## config.mk

```make
export PLATFORM = sky130hd
export DESIGN_NAME = edh_diffuse
export DESIGN_NICKNAME = d
export VERILOG_FILES = /design/src/rtl/edh_pkg.sv /design/src/rtl/edh_diffuse.sv
export SDC_FILE = /design/constraint.sdc
export NUM_CORES = 1
export LEC_CHECK = 0
export ABC_AREA = 1
export BUFFER_PORTS_ARGS = -buffer_cell sky130_fd_sc_hd__buf_4
export CAP_MARGIN = 5
export CORE_ASPECT_RATIO = 0.6
export CORE_MARGIN = 10
export CORE_UTILIZATION = 64
export CTS_CLUSTER_DIAMETER = 120
export DETAILED_ROUTE_END_ITERATION = 12
export PLACE_DENSITY_LB_ADDON = 0.1
export RECOVER_POWER = 100
export SLEW_MARGIN = 20
export SYNTH_ARGS = -nofsm -noshare
export SYNTH_HDL_FRONTEND = slang
export SYNTH_SLANG_ARGS = --single-unit
```

## constraint.sdc

```tcl
create_clock -name i_clk -period 26.3 [get_ports i_clk]
set_clock_uncertainty 0.15 [all_clocks]
set_input_delay 5.26 -clock i_clk [delete_from_list [all_inputs] [get_ports i_clk]]
set_output_delay 5.26 -clock i_clk [all_outputs]
set_load 0.05 [all_outputs]
```

## src/rtl/edh_pkg.sv

```systemverilog
// shared types, constants and helpers for the error diffusion halftone block
// no dependencies; used by edh_line_buf, edh_diffuse and error_diffusion_halftone
`default_nettype none

package edh_pkg;

    localparam int PIX_W    = 8;   // grey level width
    localparam int ERR_W    = 8;   // stored diffused error, signed
    localparam int LW_W     = 11;  // line_width register width
    localparam int FH_W     = 16;  // frame_height register width
    localparam int CFG_IDX_W  = 1;
    localparam int CFG_DATA_W = 16;

    localparam logic [CFG_IDX_W-1:0] CFG_LINE_WIDTH   = 1'b0;
    localparam logic [CFG_IDX_W-1:0] CFG_FRAME_HEIGHT = 1'b1;

    localparam logic [LW_W-1:0] LINE_WIDTH_RST   = 11'd1024;
    localparam logic [FH_W-1:0] FRAME_HEIGHT_RST = 16'd480;

    localparam logic [PIX_W-1:0] THRESHOLD = 8'd127;
    localparam logic [PIX_W-1:0] WHITE_LVL = 8'd255;

    // position flags of one pixel, computed at acceptance
    typedef struct packed {
        logic first_row;
        logic last_col;
        logic last_row;
        logic col_zero;
    } t_pos_tag;

    // signed divide by 16, truncating toward zero
    function automatic logic signed [ERR_W-1:0] f_trunc16(input logic signed [11:0] t);
        logic signed [11:0] b;
        b = t + (t[11] ? 12'sd15 : 12'sd0);
        return b[11:4];
    endfunction

endpackage

`default_nettype wire

```

## src/rtl/edh_diffuse.sv

```systemverilog
// error stage: adds diffused error, thresholds, spreads 7/16 5/16 3/16 1/16
// holds the right carry and the two partial sums for the next row; uses edh_pkg
`default_nettype none

module edh_diffuse #(
    parameter int AW = 10
) (
    input  wire                                 i_clk,
    input  wire                                 i_rst_n,
    input  wire                                 i_adv,
    input  wire  [edh_pkg::PIX_W-1:0]           i_pix,
    input  edh_pkg::t_pos_tag                   i_tag,
    input  wire  [AW-1:0]                       i_col,
    input  wire  signed [edh_pkg::ERR_W-1:0]    i_above,
    output logic                                o_white,
    output logic                                o_wa_en,
    output logic [AW-1:0]                       o_wa_addr,
    output logic signed [edh_pkg::ERR_W-1:0]    o_wa_data,
    output logic                                o_wb_en,
    output logic [AW-1:0]                       o_wb_addr,
    output logic signed [edh_pkg::ERR_W-1:0]    o_wb_data
);

    logic signed [edh_pkg::ERR_W-1:0] r_carry, n_carry;
    logic signed [edh_pkg::ERR_W-1:0] r_prev, n_prev;
    logic signed [edh_pkg::ERR_W-1:0] r_cur, n_cur;

    logic signed [edh_pkg::ERR_W-1:0] above;
    logic signed [10:0]               sum;
    logic [edh_pkg::PIX_W-1:0]        sat;
    logic signed [8:0]                err;
    logic signed [11:0]               e12;
    logic signed [edh_pkg::ERR_W-1:0] q7, q5, q3, q1;

    always_comb begin
        above = i_tag.first_row ? '0 : i_above;
        sum = $signed({3'b000, i_pix}) + 11'(above) + 11'(r_carry);
        if (sum[10]) begin
            sat = '0;
        end else if (sum > 11'sd255) begin
            sat = edh_pkg::WHITE_LVL;
        end else begin
            sat = sum[7:0];
        end
        o_white = (sat > edh_pkg::THRESHOLD);
        err = o_white ? $signed({1'b0, sat}) - $signed({1'b0, edh_pkg::WHITE_LVL})
                      : $signed({1'b0, sat});
        e12 = 12'(err);
        q7 = edh_pkg::f_trunc16((e12 <<< 3) - e12);
        q5 = edh_pkg::f_trunc16((e12 <<< 2) + e12);
        q3 = edh_pkg::f_trunc16((e12 <<< 1) + e12);
        q1 = edh_pkg::f_trunc16(e12);

        n_carry = i_tag.last_col ? '0 : q7;
        if (i_tag.last_col) begin
            n_prev = '0;
            n_cur  = '0;
        end else begin
            n_prev = r_cur + q5;
            n_cur  = q1;
        end

        o_wa_en   = i_adv && !i_tag.col_zero;
        o_wa_addr = i_col - AW'(1);
        o_wa_data = r_prev + q3;
        o_wb_en   = i_adv && i_tag.last_col;
        o_wb_addr = i_col;
        o_wb_data = r_cur + q5;
    end

    always_ff @(posedge i_clk) begin
        if (!i_rst_n) begin
            r_carry <= '0;
            r_prev  <= '0;
            r_cur   <= '0;
        end else if (i_adv) begin
            r_carry <= n_carry;
            r_prev  <= n_prev;
            r_cur   <= n_cur;
        end
    end

endmodule

`default_nettype wire

```

==> qor.txt <==
Outcome - complete, no violations
I/O pin cnt - 72
Die span in x - 131 um
Hold-fix buffers, CTS - 0
Largest fanout on the critical path - 14
Final Hold Fails - 0
Slew Limit Fails - 0
Commonest non-fill, non-tap cells in the layout - nand2_1, inv_1, ha_1
Detail Placement HPWL - 11.2 mm
Crit-path slowest cell - fa_1
Clock Root Buffer - clkbuf_16
Post-Syn Area - 4720 um^2
GRT Overall Usage - 22.1%
Max clock buf depth - 2
Area grow syn2layout - 9.58%
Fmax achieved - 53.2 MHz
Core area - 7210 um^2
Largest family of logic cells by synthesized area - simple AND/OR/NAND/NOR gates
Max-Cap Viols - 0
Post-CTS sizing - 0
Detailed Route WL - 13.0 mm
Layout cell share with drive strength beyond 1 - 13.9%
Critical path capture point type - primary output
Post-synthesis adder-cell area fraction - 22.1%
First-pass GRT wire length - 20.9 mm
Final Cycle Share - 71.5%
Clock sinks - 22
Least-Margin Pin Slew - 0.838 ns
Ys async rst share - 0%
Mux cell area share after synthesis - 0%
Antenna viol nets, final - 0
CTS Buf Count - 3
Worst setup SP type - input port
Row count - 24
Req. time, crit path - 20.89 ns
Initial core utilization - 65.4%
Die area - 11300 um^2
Slew HR - 44.1%
Final Core Density - 71.7%
Compound-gate portion of the synthesized area - 11.8%
Post-synthesis xor/xnor area fraction - 9.63%
TritonCTS clock tree - yes
Port buffer count - 70
Critical path data arrival time - 13.39 ns
H-tree depth - 1
Yosys cell types - 49
Synth Instances - 712
Filler Cell Count - 659
EDFF count, synth - 0
Nets - 881
CP Class - in -> out
Largest net degree at the start of global routing - 25
Final number of setup-violating endpoints - 0
DR iter-0 viols - 442
Most common cell on crit path - nand2_1
Simple-Gate Fraction of Synth Area - 35.3%
RSZ-0062 raised after global routing - no
Final setup TNS - 0 ns
Worst min path class - reg -> reg
Post-CTS setup buffer count - 0
Drt first pass iters - 6
Vias - 4699
Syn Area/Cell - 6.62 um^2
Sequential share of the synthesized area - 9.34%
Vias/cell - 5.44
Fin crit period - 18.80 ns
DRC viols - 0
Chip height - 86.5 um
Syn Nets - 820
YS warnings - 0
Clock-pin transition on the worst setup and hold timing paths - 0.06 ns
Antenna violations before repair - 0
N_diodes - 0
Vias in the first global route - 4315
Clock Latency Late Sink - 0.26 ns
CP peak stage delay - 0.46 ns
Ys flop type - dfxtp_1
Commonest non-fill, non-tap cell in the layout - nand2_1
Yosys reg bits - 22
Routability Congestion - 0.955
Global route total overflow - 0
Mean routed wirelength per cell - 15.1 um
cells in the mapped netlist, types with 4 or more instances:
library cell  number  area share, %
a21oi_1           52            5.5
a21oi_2            6            1.1
a31oi_1            4           0.53
buf_4             10            1.6
clkbuf_1           4           0.32
dfxtp_1           22            9.3
fa_1              14            5.9
ha_1              61             16
inv_1            110            8.8
inv_2             11           0.88
nand2_1          151             12
nand2_2           28            3.7
nand2_4            6            1.4
nand3_1           43            4.6
nand3_2           12            2.5
nand4_1            9            1.2
nand4_2            4            1.1
nor2_1            49            3.9
nor2_4             4           0.96
nor3_1             6           0.64
o21ai_0           20            2.1
o21ai_1            4           0.42
o21bai_1           4           0.64
xnor2_1           15            2.8
xor2_1            30            5.6
routing by layer:
metal	vias up	routed length [um]	global-route usage, %
li1	2403	-	-
met1	2086	6480	33.6
met2	200	4990	31.3
met3	10	1500	5.61
met4	0	65	2.01
met5	-	0	0
per-stage QoR:
| stage | hold WS, ns | worst slack [ns] | instance area (um^2) | instances |
|---|---|---|---|---|
| global placement | 0.306 | 8.78 | 5270 | 859 |
| CTS | 0.319 | 8.50 | 5370 | 863 |
| global route | 0.347 | 6.86 | 5170 | 863 |
| detailed placement | 0.310 | 8.51 | 5270 | 859 |
| finish | 0.322 | 7.50 | 5170 | 863 |
| floorplan | 0.295 | 9.21 | 4720 | 712 |
critical path: cells and delay by family:
family,cells,cell delay [ns]
AND/OR/NAND/NOR,18,2.48
XOR/XNOR,3,0.63
buffers and inverters,7,1.65
AO/OA/AOI/OAI,8,1.18
adder cells (fa/ha/maj),6,2.17
path summary, 6_finish.rpt:
kind / from / cells past startpoint / slack, ns / to
max: i_tag[3] / 42 / 7.50 / o_wb_data[7]
max reg2reg: r_carry[1] / 39 / 18.36 / r_prev[7]
min reg2reg: r_prev[7] / 2 / 0.32 / r_prev[7]
min: r_prev[7] / 2 / 0.32 / r_prev[7]
cell type report:
cell class	count	area [um^2]	area share [%]
multi-input cells	552	3660	70.8
flip-flops and latches	22	440	8.52
well taps	91	114	2.20
inverters	123	463	8.96
repair buffers	71	387	7.48
clock buffers	3	75.1	1.45
clock inverters	1	30.0	0.581
state kept, by name, indices dropped and copies added, names as in the netlist:
register and cells:
r_cur 6, r_prev 8, r_carry 8
cells by family after synthesis:
kind of cell    count (synthesis)
flops                          22
buf+inv                       138
xor+xnor                       48
fa+ha+maj                      75
simple gates                  332
compound gates                 97
Power is left out: the tool's default activity adds up to more than one toggle a clock period on the data nets, which glitch-free logic cannot reach.
